File: src/sv/tomp_pkg.sv
`timescale 1ns / 1ps
`default_nettype none

package tomp_pkg;

    localparam int OPT_W       = 8;
    localparam int MSS_W       = 16;
    localparam int S_TDATA_W   = 32;
    localparam int M_TDATA_W   = 24;

    localparam logic [OPT_W-1:0] KIND_END    = 8'd0;
    localparam logic [OPT_W-1:0] KIND_NOP    = 8'd1;
    localparam logic [OPT_W-1:0] KIND_MSS    = 8'd2;
    localparam logic [OPT_W-1:0] MSS_OPT_LEN = 8'd4;
    localparam logic [OPT_W-1:0] LEN_NO_BODY = 8'd2;

    typedef enum logic [1:0] {
        PH_KIND = 2'd0,
        PH_LEN  = 2'd1,
        PH_BODY = 2'd2,
        PH_STOP = 2'd3
    } phase_t;

    typedef struct packed {
        logic [MSS_W-1:0] mss_in;
        logic             syn_flag;
        logic             last_byte;
        logic             first_byte;
        logic [OPT_W-1:0] opt_byte;
    } tomp_item_t;

    typedef struct packed {
        logic             malformed;
        logic             end_seen;
        logic             mss_lowered;
        logic [MSS_W-1:0] mss_out;
    } tomp_result_t;

endpackage

`default_nettype wire

File: src/sv/tcp_option_mss_parser.sv
`timescale 1ns / 1ps
`default_nettype none

// channel   dir  ports                        beat contents
// s_        in   s_tvalid/s_tready/s_tdata    option byte, syn, mss in; tuser first, tlast last
// m_        out  m_tvalid/m_tready/m_tdata    mss out and flags, one beat per option area
//
// one beat per cycle while no result is held; a result is registered once its last byte leaves the input register
// the walk state advances once per consumed byte, between the input register and the result register
// aresetn is synchronous; it empties both registers and restarts the walk
// a held result stalls only last-byte beats; other bytes keep flowing under m_tready low

module tcp_option_mss_parser (
    input  wire                           aclk,
    input  wire                           aresetn,
    input  wire                           s_tvalid,
    output logic                          s_tready,
    // [7:0] opt_byte, [8] syn_flag, [24:9] mss_in, [31:25] zero
    input  wire  [tomp_pkg::S_TDATA_W-1:0] s_tdata,
    // [0] first_byte
    input  wire                           s_tuser,
    input  wire                           s_tlast,
    output logic                          m_tvalid,
    input  wire                           m_tready,
    // [15:0] mss_out, [16] mss_lowered, [17] end_seen, [18] malformed, [23:19] zero
    output logic [tomp_pkg::M_TDATA_W-1:0] m_tdata
);
    import tomp_pkg::*;

    logic         in_valid_reg, in_valid_next;
    tomp_item_t   in_item_reg;
    logic         out_valid_reg, out_valid_next;
    tomp_result_t out_data_reg;
    tomp_result_t step_result;
    logic         out_free;
    logic         consume;

    assign out_free = !out_valid_reg || m_tready;
    // bytes that give no result never wait on the output side
    assign consume  = in_valid_reg && (!in_item_reg.last_byte || out_free);
    assign s_tready = !in_valid_reg || consume;

    assign in_valid_next  = s_tready ? s_tvalid : in_valid_reg;
    assign out_valid_next = (consume && in_item_reg.last_byte) ? 1'b1
                          : (m_tready ? 1'b0 : out_valid_reg);

    always_ff @(posedge aclk) begin
        if (!aresetn) begin
            in_valid_reg  <= 1'b0;
            out_valid_reg <= 1'b0;
        end else begin
            in_valid_reg  <= in_valid_next;
            out_valid_reg <= out_valid_next;
        end
    end

    always_ff @(posedge aclk) begin
        if (s_tvalid && s_tready) begin
            in_item_reg.opt_byte   <= s_tdata[OPT_W-1:0];
            in_item_reg.syn_flag   <= s_tdata[OPT_W];
            in_item_reg.mss_in     <= s_tdata[OPT_W+MSS_W:OPT_W+1];
            in_item_reg.first_byte <= s_tuser;
            in_item_reg.last_byte  <= s_tlast;
        end
        if (consume && in_item_reg.last_byte) begin
            out_data_reg <= step_result;
        end
    end

    tomp_walker u_walker (
        .aclk    (aclk),
        .aresetn (aresetn),
        .step    (consume),
        .item    (in_item_reg),
        .result  (step_result)
    );

    assign m_tvalid = out_valid_reg;
    assign m_tdata  = {(M_TDATA_W - $bits(tomp_result_t))'(0), out_data_reg};

    a_result_from_last: assert property (@(posedge aclk) disable iff (!aresetn)
        $rose(out_valid_reg) |-> $past(consume && in_item_reg.last_byte))
        else $error("result raised without a last byte");

    a_item_kept: assert property (@(posedge aclk) disable iff (!aresetn)
        in_valid_reg && !consume |=> in_valid_reg)
        else $error("held byte dropped");

    a_stall_only_last: assert property (@(posedge aclk) disable iff (!aresetn)
        in_valid_reg && !consume |-> in_item_reg.last_byte && out_valid_reg && !m_tready)
        else $error("byte stalled without a blocked result");

endmodule

`default_nettype wire

File: src/sv/tomp_walker.sv
`timescale 1ns / 1ps
`default_nettype none

module tomp_walker (
    input  wire                   aclk,
    input  wire                   aresetn,
    input  wire                   step,
    input  tomp_pkg::tomp_item_t  item,
    output tomp_pkg::tomp_result_t result
);
    import tomp_pkg::*;

    phase_t           phase_reg,    phase_next;
    logic             is_mss_reg,   is_mss_next;
    logic [OPT_W-1:0] len_reg,      len_next;
    logic [OPT_W-1:0] left_reg,     left_next;
    logic [OPT_W-1:0] high_reg,     high_next;
    logic [MSS_W-1:0] mss_reg,      mss_next;
    logic             syn_reg,      syn_next;
    logic             lowered_reg,  lowered_next;
    logic             end_reg,      end_next;
    logic             malformed_reg, malformed_next;

    always_comb begin
        phase_t           ph;
        logic             is_mss;
        logic [OPT_W-1:0] len;
        logic [OPT_W-1:0] left;
        logic [OPT_W-1:0] high;
        logic [MSS_W-1:0] mss;
        logic             syn;
        logic             lowered;
        logic             endf;
        logic             malf;
        logic [MSS_W-1:0] opt_val;

        ph      = phase_reg;
        is_mss  = is_mss_reg;
        len     = len_reg;
        left    = left_reg;
        high    = high_reg;
        mss     = mss_reg;
        syn     = syn_reg;
        lowered = lowered_reg;
        endf    = end_reg;
        malf    = malformed_reg;

        // a first byte restarts the walk from the sampled mss and syn
        if (item.first_byte) begin
            ph      = PH_KIND;
            is_mss  = 1'b0;
            len     = '0;
            left    = '0;
            high    = '0;
            mss     = item.mss_in;
            syn     = item.syn_flag;
            lowered = 1'b0;
            endf    = 1'b0;
            malf    = 1'b0;
        end

        opt_val = {high, item.opt_byte};

        unique case (ph)
            PH_KIND: begin
                if (item.opt_byte == KIND_END) begin
                    endf = 1'b1;
                    ph   = PH_STOP;
                end else if (item.opt_byte != KIND_NOP) begin
                    is_mss = (item.opt_byte == KIND_MSS);
                    ph     = PH_LEN;
                end
            end
            PH_LEN: begin
                len = item.opt_byte;
                if (item.opt_byte == '0) begin
                    malf = 1'b1;
                    ph   = PH_STOP;
                end else if (item.opt_byte <= LEN_NO_BODY) begin
                    left = '0;
                    ph   = PH_KIND;
                end else begin
                    left = item.opt_byte - LEN_NO_BODY;
                    ph   = PH_BODY;
                end
            end
            PH_BODY: begin
                if (is_mss && len == MSS_OPT_LEN) begin
                    if (left == OPT_W'(2)) begin
                        high = item.opt_byte;
                    end else if (left == OPT_W'(1) && syn && opt_val < mss) begin
                        mss     = opt_val;
                        lowered = 1'b1;
                    end
                end
                left = left - OPT_W'(1);
                if (left == '0) begin
                    ph = PH_KIND;
                end
            end
            PH_STOP: begin
            end
            default: begin
            end
        endcase

        // area end stops the walk; it is malformed with a length byte or body still owed
        if (item.last_byte) begin
            if (ph == PH_LEN || ph == PH_BODY) begin
                malf = 1'b1;
            end
            ph = PH_STOP;
        end

        phase_next     = ph;
        is_mss_next    = is_mss;
        len_next       = len;
        left_next      = left;
        high_next      = high;
        mss_next       = mss;
        syn_next       = syn;
        lowered_next   = lowered;
        end_next       = endf;
        malformed_next = malf;
    end

    assign result.mss_out     = mss_next;
    assign result.mss_lowered = lowered_next;
    assign result.end_seen    = end_next;
    assign result.malformed   = malformed_next;

    always_ff @(posedge aclk) begin
        if (!aresetn) begin
            phase_reg     <= PH_KIND;
            is_mss_reg    <= 1'b0;
            len_reg       <= '0;
            left_reg      <= '0;
            high_reg      <= '0;
            mss_reg       <= '0;
            syn_reg       <= 1'b0;
            lowered_reg   <= 1'b0;
            end_reg       <= 1'b0;
            malformed_reg <= 1'b0;
        end else if (step) begin
            phase_reg     <= phase_next;
            is_mss_reg    <= is_mss_next;
            len_reg       <= len_next;
            left_reg      <= left_next;
            high_reg      <= high_next;
            mss_reg       <= mss_next;
            syn_reg       <= syn_next;
            lowered_reg   <= lowered_next;
            end_reg       <= end_next;
            malformed_reg <= malformed_next;
        end
    end

    a_stop_after_last: assert property (@(posedge aclk) disable iff (!aresetn)
        step && item.last_byte |=> phase_reg == PH_STOP)
        else $error("walk not stopped after last byte");

    a_body_left: assert property (@(posedge aclk) disable iff (!aresetn)
        phase_reg == PH_BODY |-> left_reg != '0)
        else $error("body phase with no bytes left");

    a_mss_only_lowers: assert property (@(posedge aclk) disable iff (!aresetn)
        step && item.first_byte |=> mss_reg <= $past(item.mss_in))
        else $error("running mss above sampled mss");

    a_lowered_clear: assert property (@(posedge aclk) disable iff (!aresetn)
        $fell(lowered_reg) && $past(aresetn) |-> $past(step && item.first_byte))
        else $error("lowered flag cleared without a first byte");

endmodule

`default_nettype wire
File: config.mk
export PLATFORM = sky130hd
export DESIGN_NAME = tcp_option_mss_parser
export DESIGN_NICKNAME = d
export VERILOG_FILES = /design/src/sv/tomp_pkg.sv /design/src/sv/tcp_option_mss_parser.sv /design/src/sv/tomp_walker.sv
export SDC_FILE = /design/constraint.sdc
export NUM_CORES = 1
export LEC_CHECK = 0
export ABC_AREA = 1
export ABC_CLOCK_PERIOD_IN_PS = 2850
export BUFFER_PORTS_ARGS = -buffer_cell sky130_fd_sc_hd__buf_4
export CAP_MARGIN = 20
export CORE_ASPECT_RATIO = 2
export CORE_MARGIN = 1.5
export CORE_UTILIZATION = 40
export CTS_BUF_LIST = sky130_fd_sc_hd__clkbuf_4 sky130_fd_sc_hd__clkbuf_8
export DETAILED_ROUTE_END_ITERATION = 10
export SETUP_SLACK_MARGIN = 0.3
export SYNTH_ARGS = -nofsm -noshare
export SYNTH_HDL_FRONTEND = slang
export SYNTH_HIERARCHICAL = 1
export SYNTH_SLANG_ARGS = --single-unit
File: constraint.sdc
create_clock -name aclk -period 2.85 [get_ports aclk]
set_input_delay 0.57 -clock aclk [delete_from_list [all_inputs] [get_ports aclk]]
set_output_delay 0.57 -clock aclk [all_outputs]
set_load 0.005 [all_outputs]
# Word level (Yosys, flattened, before mapping)
# Index checks and enable logic that the tools add are counted.
[totals] out_inout_bits=26 inputBits=38 register_bits=95 elab_cells=94
[classes] n_mux=43 add_sub_neg=2 n_reduce_logical=17 eq_ne=9 n_lt_le_gt_ge=2
[op_table] cell="2-to-1 mux 16 bit" n=5
[op_table] cell="2-to-1 mux 8 bit" n=9
[op_table] cell="2-to-1 mux 1 bit" n=20
[op_table] cell="equality test 8 x 2 -> 1 bit (second input constant)" n=2
[op_table] cell="zero test 8 bit" n=2
[op_table] cell="< comparator 16 bit" n=1
[op_table] cell="case mux 8 bit (2 select lines)" n=1
[op_table] cell="2-to-1 mux 2 bit" n=7
[op_table] cell="equality test 8 x 1 -> 1 bit (second input constant)" n=1
[op_table] cell="equality test 8 x 3 -> 1 bit (second input constant)" n=1
[op_table] cell="<= comparator 8 x 2 -> 1 bit (second input constant)" n=1
[op_table] cell="!= test 8 x 1 -> 1 bit (second input constant)" n=1
[op_table] cell="subtractor 8 x 1 -> 8 bit (second input constant)" n=1
[op_table] cell="subtractor 8 x 2 -> 8 bit (second input constant)" n=1
[op_table] cell="logical AND 1 bit" n=6
[op_table] cell="case mux 2 bit (3 select lines)" n=1
[op_table] cell="equality test 2 x 1 -> 1 bit (second input constant)" n=2
[op_table] cell="equality test 2 bit (second input constant)" n=2
[op_table] cell="logical OR 1 bit" n=4
[op_table] cell="zero test 1 bit" n=3
[op_table] cell="zero test 2 bit" n=1
[op_table] cell="nonzero test 2 bit" n=1

# Depth between registers and ports, before layout
# Gate-level depths: netlist of the first run.
[depth] ltp_word=9 depth_mapped=18 ltp_nobuf=18

# Modules after synthesis
# Netlist of the first run, hierarchy kept.
[by_module_without_submodules] mod="tomp_walker" cells_per_inst=555 instances=1 seq_area_each_um2=940.9 area_each_um2=3654.8
[by_module_without_submodules] mod="tcp_option_mss_parser" cells_per_inst=71 instances=1 seq_area_each_um2=1421.4 area_each_um2=1544.0

# Worst setup path after synthesis of the first run
# OpenSTA, ideal clock, no wires.
[synth_path] path_kind="reg-to-reg" from="register in_item_reg[8] in the netlist's numbering" to="register out_data_reg (netlist bit m_tdata[0]) (data pin)" path_buffers=4 slack_ps=-223 t_arrival_ps=2822 setup_time_ps=251 t_required_ps=2599 path_stages_with_launch=17 synth_period_minus_slack_ps=3073 cell_sequence="edfxtp_1 inv_2 buf_6 clkbuf_1 clkbuf_1 nand2_1 inv_1 ha_1 nand2_1 inv_1 a221oi_2 nand3_1 nor4_4 buf_2 nand3_1 nand2_2 inv_1"
[synth_lines] element="start: declaration" line_no="tcp_option_mss_parser.sv:31" text="tomp_item_t in_item_reg;"
[synth_lines] element="end signal: assignment" line_no="tcp_option_mss_parser.sv:66" text="out_data_reg <= step_result;"
[synth_lines] element="end: declaration" line_no="tcp_option_mss_parser.sv:33" text="tomp_result_t out_data_reg;"

==> results of run 1 <==
[timing repair]
item,CTS,global route
resized for setup,59,52
endpoints found under the setup margin,36,42
pin swaps,19,12
cloned,2,1
buffers inserted,12,6
endpoints found under the hold margin,0,0
[layer usage]
layer	vias to the layer above	part of all wire, %	global-route usage [%]
li1	2277	-	-
met1	2228	35	20.16
met2	107	57	43.40
met3	53	2.4	3.367
met4	0	6.0	16.32
met5	-	0	0
[worst paths after layout]
path,from,to,slack [ns],depth (start not counted)
hold reg to reg,u_walker/high_reg[4],u_walker/high_reg[4],0.47,2
hold / removal,s_tdata[12],in_item_reg[14],0.37,1
setup reg to reg,in_item_reg[8],m_tdata[1],0.13,14
setup / recovery,in_item_reg[8],m_tdata[1],0.13,14
[stage by stage]
step / setup WS (ns) / hold WS (ns) / std cells / area (um2)
after floorplan: 0.05215 / 0.4454 / 630 / 5376
final: 0.1301 / 0.3674 / 878 / 6968
after global placement: 0.04830 / 0.4516 / 841 / 6055
after detailed placement: 0.01359 / 0.4575 / 841 / 6055
after global routing: 0.01649 / 0.3493 / 878 / 6968
after CTS: 0.1685 / 0.3521 / 871 / 6689
[cells in the mapped netlist, drive strengths merged]
cell    count  area [um2]
o211ai      6       45.04
a221oi     10       93.84
nand2     132       553.0
nor4        5       61.31
o22ai       1       6.260
clkbuf     23       86.33
a22oi       1       7.510
a221o       1       10.01
ha         24       300.3
a21oi      56       321.6
dfxtp      49       980.9
nand4       6       43.79
nand3      43       220.2
buf        13       102.6
a211oi      3       22.52
o31ai       1       7.510
edfxtp     46        1381
conb        1       3.750
o311ai      1       8.760
nor2       45       171.4
mux2i      10       100.1
nand3b      2       15.01
xor2        2       17.52
xnor2       1       8.760
o21ai      47       239.0
or2         6       37.54
inv        85       319.1
nor3        5       25.02
o32ai       1       8.760
[cell families after synthesis]
logic type / share of synthesized area, %
xor+xnor: 0.5055
compound gates: 14.83
buf+inv: 9.771
fa+ha+maj: 5.776
flops: 45.44
mux: 1.925
simple gates: 21.68
other cells: 0.07213
[worst max-delay path: cells and delay by family, from the launching register on]
family          cells  cell delay, ns
buf+inv             6            0.76
simple gates        5            0.56
flops               1            0.46
fa+ha+maj           1            0.24
compound gates      1            0.23
mux                 1            0.25
[cell type report]
type	instances	area share, %
flip-flops and latches	95	33.90
inverters	85	4.651
well taps	150	2.693
clock inverters	7	1.383
clock buffers	9	1.778
multi-input cells	416	40.98
repair buffers	116	14.62
[power by group through the flow]
| stage | registers (W) | clock network, W | logic, W |
|---|---|---|---|
| 2_1_floorplan | 0.00156 | 0 | 0.000312 |
| 3_3_place_gp | 0.00157 | 0 | 0.000465 |
| 3_5_place_dp | 0.00157 | 0 | 0.000477 |
| 4_1_cts | 0.00155 | 0.00103 | 0.000532 |
| 5_1_grt | 0.00155 | 0.00107 | 0.000630 |
| 6_report | 0.00155 | 0.00101 | 0.000577 |
==> out/qor.txt, run 1 <==
Port Buf Inserts - 51
Slew Viols, Final - 0
Via density - 5.313
Crit. End Element - flop
core area - 12,630 um2
placement row count - 58
drt drc - 0
worst vdd ir - 342.9 uV
startpoint types - flop
grt ovf - 0
initial antenna violation count - 0
Die Y - 164.2 um
Worst Max-Slew Pin Slew - 0.5325 ns
Clock Path Buffers - 2
dpl hpwl - 10,650 um
Slew Limit Headroom - 64.46%
Post-Synthesis Cells - 626
CP Data Arrival Time - 2.86 ns
Clock transition at path regs - 0.10 ns
first-pass GRT wire length - 23,510 um
Clk pwr share - 32.1%
setup TNS - 0 ns
Layout Skew - 0.01116 ns
sequential fraction of the synthesis area - 45.44%
Final Hold Viols - 0
CP max FO - 8
Net Sw Power - 0.0008788 W
Final Core Density - 55.18%
final net count - 785
initial core utilization - 41.17%
#FFs+latches synth - 95
max reg flops - 27
TritonCTS clock tree - built
Final Total Pwr - 0.003129 W
hold_buf cts - 0
RSZ-0062 raised after global routing - yes
post-route ant nets - 0
number of max-cap violations - 0
Antenna Cells - 0
Reg power frac - 49.4%
pwr/cell area - 449.1 nW/um2
largest net degree at the start of global routing - 41
most frequent cells in the layout - 98 x buf_4, 88 x nand2_1, 77 x inv_1
Layout fillers - 1,175
internal power - 0.002250 W
GPL Wtd Cong - 0.8890
clock latency at the later pin of the worst-skew pair - 0.37 ns
Die Wd - 83.61 um
Root Buffer - clkbuf_8
endpoints failing setup - 0
fraction of layout cells with a size suffix above 1 - 35.44%
period utilization - 95.43%
area of the multi-input gates - 2855 um2
vias in the first global route - 4,905
Iter 0 DRT Violations - 203
Gate power share - 18.4%
YS warnings - 6
crit-path cells - buf_6, buf_12, mux2i_4, ha_4, nand2_4, inv_4, a221oi_4, nand3_2, nor4_4, buf_6, buf_12, nand3_2, nand2_4, inv_1
final wirelength - 15,310 um
f_max - 0.3677 GHz
worst path required time - 2.99 ns
GRT Overall Usage - 22.22%
minimum clock period - 2.720 ns
vias after detailed routing - 4,665
worst stage delay on the critical path - 0.46 ns
IO Pins - 64
synthesized area - 5199 um2
total clock sinks - 95
CTS buffer count - 9
count of different cell masters after synthesis - 43
Sequential Area - 2362 um2
Syn Area/Cell - 8.305 um2
commonest non-fill, non-tap cell in the layout - buf_4
H-Tree Depth - 3
worst hold path type - in -> reg
total iterations of the first detailed-routing run - 5
synthesis-to-finish area growth - 34.03%
die footprint - 13,730 um2
Leak Pwr - 3.028 nW
Max stage delay cell, worst path - edfxtp_1
switching share of total power - 28.08%
wire per inst - 17.43 um
outcome - finished, final reports clean
critical setup path kind - reg -> reg
No activity file was read; power rests on OpenSTA's default activity.
==> inputs of run 2 (changes only) <==
- CELL_PAD_IN_SITES_DETAIL_PLACEMENT: not set -> 0
- CELL_PAD_IN_SITES_GLOBAL_PLACEMENT: not set -> 1
- PLACE_DENSITY_LB_ADDON: not set -> 0.1
==> run 2 against run 1 <==
Clock power about the same. Hold slack got worse by 0.0084 ns. Sequential share of layout area decreased by 0.28 points. Final area increased by 0.84%. Non-clock buffer count increased by 2. Fmax increased by 1.3%. Clock skew increased by 0.0093 ns. Register-to-register slack improved by 0.03 ns. Utilization increased by 0.47 points. First-iteration DRC count increased by 30%. Combinational power increased by 0.7%. Critical path type unchanged. Largest power group unchanged.
==> out/qor.txt, run 2 (synthesized netlist as in run 1, its figures left out) <==
dpl hpwl - 10,440 um (-2.0%)
final net count - 788 (+0.38%)
total iterations of the first detailed-routing run - 4 (-1)
fin area - 7027 um2 (+0.84%)
CTS buffer count - 9 (unchanged)
core area - 12,630 um2 (unchanged)
Clock Path Buffers - 2 (unchanged)
Via density - 5.192 (-2.3%)
worst hold path type - in -> reg
IO Pins - 64 (unchanged)
placement row count - 58 (unchanged)
GRT Overall Usage - 22.18% (-0.038 points)
critical setup path kind - reg -> reg
Finished Layout Cells - 881 (+0.34%)
CP Data Arrival Time - 2.99 ns (+0.13 ns)
Die Wd - 83.61 um (unchanged)
Port Buf Inserts - 51 (unchanged)
period utilization - 94.24% (-1.2 points)
Crit. End Element - flop
WHS Path Cells - 1 (unchanged)
Worst Max-Slew Pin Slew - 0.5518 ns (+0.01931 ns)
fraction of layout cells with a size suffix above 1 - 34.88% (-0.56 points)
pwr/cell area - 449.0 nW/um2 (about the same)
most used cell, CP - nand2_2
max reg flops - 27 (unchanged)
commonest non-fill, non-tap cell in the layout - buf_4
reg-to-reg slack, setup - 0.16 ns (+0.03 ns)
most frequent cells in the layout - 96 x buf_4, 95 x nand2_1, 73 x inv_1
largest net degree at the start of global routing - 41 (unchanged)
wire per inst - 17.35 um (-0.48%)
final wirelength - 15,280 um (-0.14%)
GPL Wtd Cong - 0.9209 (+3.6%)
Slew Viols, Final - 0 (unchanged)
grt ovf - 0 (unchanged)
first-pass GRT wire length - 23,430 um (-0.32%)
die footprint - 13,730 um2 (unchanged)
RR Endpoint - u_walker/mss_reg[12]
placed cell area - 6102 um2 (+0.79%)
Antenna Cells - 0 (unchanged)
hold_buf cts - 0 (unchanged)
clock latency at the later pin of the worst-skew pair - 0.38 ns (about the same)
initial antenna violation count - 0 (unchanged)
startpoint types - flop
drt drc - 0 (unchanged)
hold path startpoint - s_tdata[3]
Slew Limit Headroom - 63.18% (-1.3 points)
outcome - finished, final reports clean
post-route ant nets - 0 (unchanged)
Final Hold Viols - 0 (unchanged)
Root Buffer - clkbuf_8
initial core utilization - 41.17% (unchanged)
total clock sinks - 95 (unchanged)
start point of the critical path - in_item_reg[8]
minimum clock period - 2.686 ns (-0.03393 ns)
RSZ-0062 raised after global routing - yes
Layout Skew - 0.02044 ns (+0.009279 ns)
f_max - 0.3723 GHz (+1.3%)
Leak Pwr - 3.044 nW (+0.52%)
worst path required time - 3.15 ns (+0.16 ns)
CP max FO - 8 (unchanged)
Clock transition at path regs - 0.11 ns (about the same)
crit-path cells - buf_12, buf_8, mux2i_4, ha_1, nand2_2, inv_2, a221oi_2, nand3_1, nor4_4, buf_6, nand2_8, nand2_2, nand2_2, a21oi_2
number of max-cap violations - 0 (unchanged)
Die Y - 164.2 um (unchanged)
dpl cells - 844 (+0.36%)
Max stage delay cell, worst path - edfxtp_1
TritonCTS clock tree - built
WP buf/inv - 4 (-2)
worst stage delay on the critical path - 0.42 ns (-0.04 ns)
Iter 0 DRT Violations - 264 (+30%)
CP top delay family - simple AND/OR/NAND/NOR gates
R2R cell count - 14 (unchanged)
synthesis-to-finish area growth - 35.16%
worst vdd ir - 337.7 uV (-1.5%)
Hold Path Sink - in_item_reg[3]
vias in the first global route - 4,584 (-6.5%)
H-Tree Depth - 3 (unchanged)
endpoints failing setup - 0 (unchanged)
vias after detailed routing - 4,574 (-2.0%)
reg2reg start - in_item_reg[8]
-- run 2: cell count changes in the layout (fill, tap and decap cells not counted), moves of 6 or more --
| cell | before | now |
|---|---|---|
| nand3_1 | 20 | 26 |
| nand2_1 | 88 | 95 |
| nand2_2 | 29 | 18 |
| nand3_2 | 18 | 11 |
-- run 2: layout make-up --
class / count / area [um2]
Inverter: 85 / 324.1
Multi-Input combinational cell: 416 / 2884
Sequential cell: 95 / 2362
Fill cell: 1178 / 5600
Clock inverter: 6 / 91.34
Tap cell: 150 / 187.7
Clock buffer: 10 / 131.4
Timing Repair inverter: 1 / 7.507
Timing Repair Buffer: 118 / 1039
-- run 2: power by group --
part / switching, W / total, W / internal [W] / leakage, nW
Clock: 0.000509 / 0.00102 / 0.000513 / 0.115
Sequential: 0.0000484 / 0.00155 / 0.00150 / 0.842
Combinational: 0.000324 / 0.000581 / 0.000258 / 2.09
-- run 2: worst max-delay path by stage --
stage	slack, ns	depth (start not counted)	end
2_1_floorplan	0.05	16	m_tdata[0]
3_3_place_gp	-0.01	15	m_tdata[10]
3_5_place_dp	-0.01	11	m_tdata[5]
4_1_cts	0.20	13	m_tdata[5]
5_1_grt	0.06	13	m_tdata[0]
6_report	0.16	14	u_walker/mss_reg[12]
-- run 2: repair_timing --
action / CTS / global route
buffers inserted: 10 / 7
endpoints found under the setup margin: 44 / 44
pin swaps: 29 / 23
cloned: 3 / 1
gates resized for setup: 62 / 57
-- run 2: stage by stage --
| stage | total power [W] | setup WS, ns | hold WS [ns] | TNS, ns | utilization [%] |
|---|---|---|---|---|---|
| 2_1_floorplan | 0.001874 | 0.05215 | 0.4454 | 0 | - |
| 3_3_place_gp | 0.002042 | -0.01075 | 0.4526 | -0.03525 | 48.33 |
| 3_5_place_dp | 0.002053 | -0.01486 | 0.4576 | -0.02481 | 48.33 |
| 4_1_cts | 0.003147 | 0.1996 | 0.3428 | 0 | 53.42 |
| 5_1_grt | 0.003290 | 0.06086 | 0.3451 | 0 | 55.65 |
| 6_report | 0.003155 | 0.1641 | 0.3590 | 0 | 55.65 |
-- run 2: routing by layer --
| layer | GRT usage [%] | routed length, um |
|---|---|---|
| met1 | 24.06 | 5836 |
| met4 | 9.613 | 330 |
| met2 | 42.71 | 8763 |
| met5 | 0 | 0 |
| met3 | 2.513 | 353 |
==> inputs of run 3 (changes only) <==
- ABC_AREA: 1 -> not set
==> run 3 against run 2 <==
Power shrank 4.1%. Non-clock buffer count grew 19. Final area grew 1.9%. Cell count shrank 11%. Utilization grew 3.1 points. Setup slack lost 0.15 ns. Via count grew 0.22%. Largest cell class unchanged.
==> out/qor.txt, run 3 <==
Slew Limit Headroom - 55.57% (-7.6 points)
Final Total Pwr - 0.003025 W (-4.1%)
hold_buf cts - 0 (unchanged)
Die Y - 161.3 um (-1.8%)
total iterations of the first detailed-routing run - 4 (unchanged)
Iter 0 DRT Violations - 218 (-17%)
CP Data Arrival Time - 2.95 ns (-0.04 ns)
initial antenna violation count - 0 (unchanged)
placement row count - 57 (-1.7%)
Area contributors post-synth - edfxtp_1 28%, dfxtp_1 20%, ha_1 6.0%
final net count - 693 (-12%)
Layout Skew - 0.01230 ns (-0.008141 ns)
share of flip-flops with an asynchronous set or reset - 0% (unchanged)
most frequent cells in the layout - 107 x buf_4, 49 x dfxtp_1, 46 x edfxtp_1
internal power - 0.002230 W (-1.9%)
Clock Path Buffers - 2 (unchanged)
dpl hpwl - 10,360 um (-0.77%)
reg-to-reg slack, setup - 0.01 ns (-0.15 ns)
Worst Max-Slew Pin Slew - 0.6620 ns (+0.1102 ns)
post-route ant nets - 0 (unchanged)
R2R cell count - 13 (-1)
total clock sinks - 95 (unchanged)
largest area contributor in the netlist - edfxtp_1
worst vdd ir - 278.3 uV (-18%)
fraction of layout cells with a size suffix above 1 - 42.20% (+7.3 points)
synthesis-to-finish area growth - 42.90%
largest net degree at the start of global routing - 32 (-22%)
synthesized area - 5011 um2 (-3.6%)
worst hold path type - in -> reg
commonest non-fill, non-tap cell in the layout - buf_4
max reg flops - 27 (unchanged)
pwr/cell area - 422.5 nW/um2 (-5.9%)
Routed met3 length - 536 um (+52%)
outcome - finished, final reports clean
Post-Synthesis Cells - 517 (-17%)
Hold Path Sink - in_item_reg[5]
GPL Wtd Cong - 0.8619 (-6.4%)
RSZ-0062 raised after global routing - yes
Yosys top cell area share - 27.57% (+1.0 points)
worst path required time - 2.97 ns (-0.18 ns)
wire per inst - 20.48 um (+18%)
first-pass GRT wire length - 23,190 um (-1.0%)
minimum clock period - 2.835 ns (+0.1494 ns)
RR Endpoint - m_tdata[0]
period utilization - 99.49% (+5.2 points)
switching share of total power - 26.29% (-1.6 points)
number of synthesized flops with an enable pin - 46 (unchanged)
Gate power share - 16.3% (-2.1 points)
Routed met1 length - 5831 um (about the same)
Via density - 5.862 (+13%)
startpoint types - flop
predominant post-synthesis flop cell - dfxtp_1
IO Pins - 64 (unchanged)
critical setup path kind - reg -> reg
initial core utilization - 41.09% (-0.082 points)
clock latency at the later pin of the worst-skew pair - 0.37 ns (about the same)
drt drc - 0 (unchanged)
Clk pwr share - 33.0% (+0.6 points)
#FFs+latches synth - 95 (unchanged)
Finished Layout Cells - 782 (-11%)
Root Buffer - clkbuf_8
vias after detailed routing - 4,584 (+0.22%)
GRT Overall Usage - 23.25% (+1.1 points)
dpl cells - 724 (-14%)
met2 WL - 9009 um (+2.8%)
number of max-cap violations - 0 (unchanged)
Port Buf Inserts - 51 (unchanged)
endpoints failing setup - 0 (unchanged)
most common cell in the netlist - dfxtp_1
Die Wd - 82.15 um (-1.8%)
CP max FO - 11 (+3)
YS warnings - 6 (unchanged)
sequential fraction of the synthesis area - 47.14% (+1.7 points)
die footprint - 13,250 um2 (-3.5%)
CTS buffer count - 9 (unchanged)
count of different cell masters after synthesis - 58 (+35%)
Reg power frac - 50.7% (+1.5 points)
TritonCTS clock tree - built
hold path startpoint - s_tdata[5]
Crit. End Element - flop
vias in the first global route - 4,463 (-2.6%)
Slew Viols, Final - 0 (unchanged)
Final Hold Viols - 0 (unchanged)
Clock transition at path regs - 0.10 ns (about the same)
grt ovf - 0 (unchanged)
Antenna Cells - 0 (unchanged)
H-Tree Depth - 3 (unchanged)
highest metal used - met4
Commonest cells post-synth - 49 x dfxtp_1, 46 x edfxtp_1, 45 x a21oi_1, 35 x nor2_1
final wirelength - 16,020 um (+4.8%)
Leak Pwr - 2.786 nW (-8.5%)
reg2reg start - in_item_reg[8]
Syn Area/Cell - 9.693 um2 (+17%)
core area - 12,200 um2 (-3.4%)
f_max - 0.3527 GHz (-5.3%)
Net Sw Power - 0.0007952 W (-9.8%)
Layout fillers - 1,051 (-11%)
WHS Path Cells - 1 (unchanged)
run 3: worst max-delay path, cell delays in order (launching register included):
cell and delay, ns:
edfxtp_1 0.42, buf_12 0.16, buf_4 0.14, clkbuf_16 0.16, nor2b_2 0.13, a21oi_1 0.09, ha_1 0.35, nand4_1 0.11
a21o_1 0.22, a21oi_4 0.27, buf_6 0.18, or2_4 0.14, buf_6 0.14, a21oi_1 0.08
run 3: power groups by stage:
stage	clock [W]	sequential (W)	combinational (W)
after floorplan	0	0.00154	0.000228
after global placement	0	0.00156	0.000353
after detailed placement	0	0.00156	0.000361
after CTS	0.00103	0.00153	0.000390
after global routing	0.00108	0.00154	0.000530
final	0.000997	0.00153	0.000494
run 3: what timing repair did:
action                                  4_1_cts  5_1_grt
pin swaps                                    25       62
resized for setup                            39      125
gates cloned                                  2        6
buffers inserted                             11       24
endpoints found under the setup margin       38       49
run 3: per-stage QoR:
step / utilization, % / TNS, ns / cell area [um2] / hold WS, ns / worst slack, ns
3_5_place_dp: 47.81 / 0 / 5831 / 0.4549 / 0.02861
4_1_cts: 51.76 / 0 / 6312 / 0.3532 / 0.05615
6_report: 58.72 / 0 / 7161 / 0.3727 / 0.01464
3_3_place_gp: 47.81 / 0 / 5831 / 0.4398 / 0.05700
5_1_grt: 58.72 / -0.7589 / 7161 / 0.3479 / -0.08615
2_1_floorplan: - / 0 / 5159 / 0.4313 / 0.004400
run 3: kinds of logic (layout without fill, tap and decap cells):
group / after synthesis / count (layout) / share of synthesized area (%)
multiplexers: 10 / 10 / 1.998
XOR/XNOR: 8 / 8 / 1.398
other: 1 / 5 / 0.07483
buffers and inverters: 56 / 167 / 5.343
flip-flops: 95 / 95 / 47.14
adder cells (fa/ha/maj): 24 / 24 / 5.993
AO/OA/AOI/OAI: 155 / 155 / 18.98
AND/OR/NAND/NOR: 168 / 171 / 19.08
run 3: cell type report:
| class | count | area [um2] | share of cell area [%] |
|---|---|---|---|
| clock buffer | 10 | 131.4 | 1.835 |
| inverter | 15 | 71.32 | 0.9960 |
| multi-input combinational | 373 | 3080 | 43.02 |
| sequential | 95 | 2362 | 32.99 |
| tap | 147 | 183.9 | 2.569 |
| timing repair buffer | 137 | 1247 | 17.42 |
| clock inverter | 5 | 83.83 | 1.171 |
run 3: how the worst max path moves through the flow:
| stage | start | endpoint | slack [ns] | cells after the start |
|---|---|---|---|---|
| 2_1_floorplan | in_item_reg[8] | u_walker/mss_reg[10] | 0.004 | 13 |
| 3_3_place_gp | in_item_reg[8] | m_tdata[0] | 0.06 | 11 |
| 3_5_place_dp | in_item_reg[8] | u_walker/mss_reg[14] | 0.03 | 11 |
| 4_1_cts | in_item_reg[8] | m_tdata[16] | 0.06 | 13 |
| 5_1_grt | in_item_reg[8] | m_tdata[0] | -0.09 | 14 |
| 6_report | in_item_reg[8] | m_tdata[0] | 0.01 | 13 |
run 3: routing by layer:
layer | global-route usage (%) | vias up
met4 | 11.33 | 0
met3 | 3.164 | 43
met1 | 24.72 | 2263
met2 | 42.81 | 139
li1 | - | 2139
met5 | 0 | -
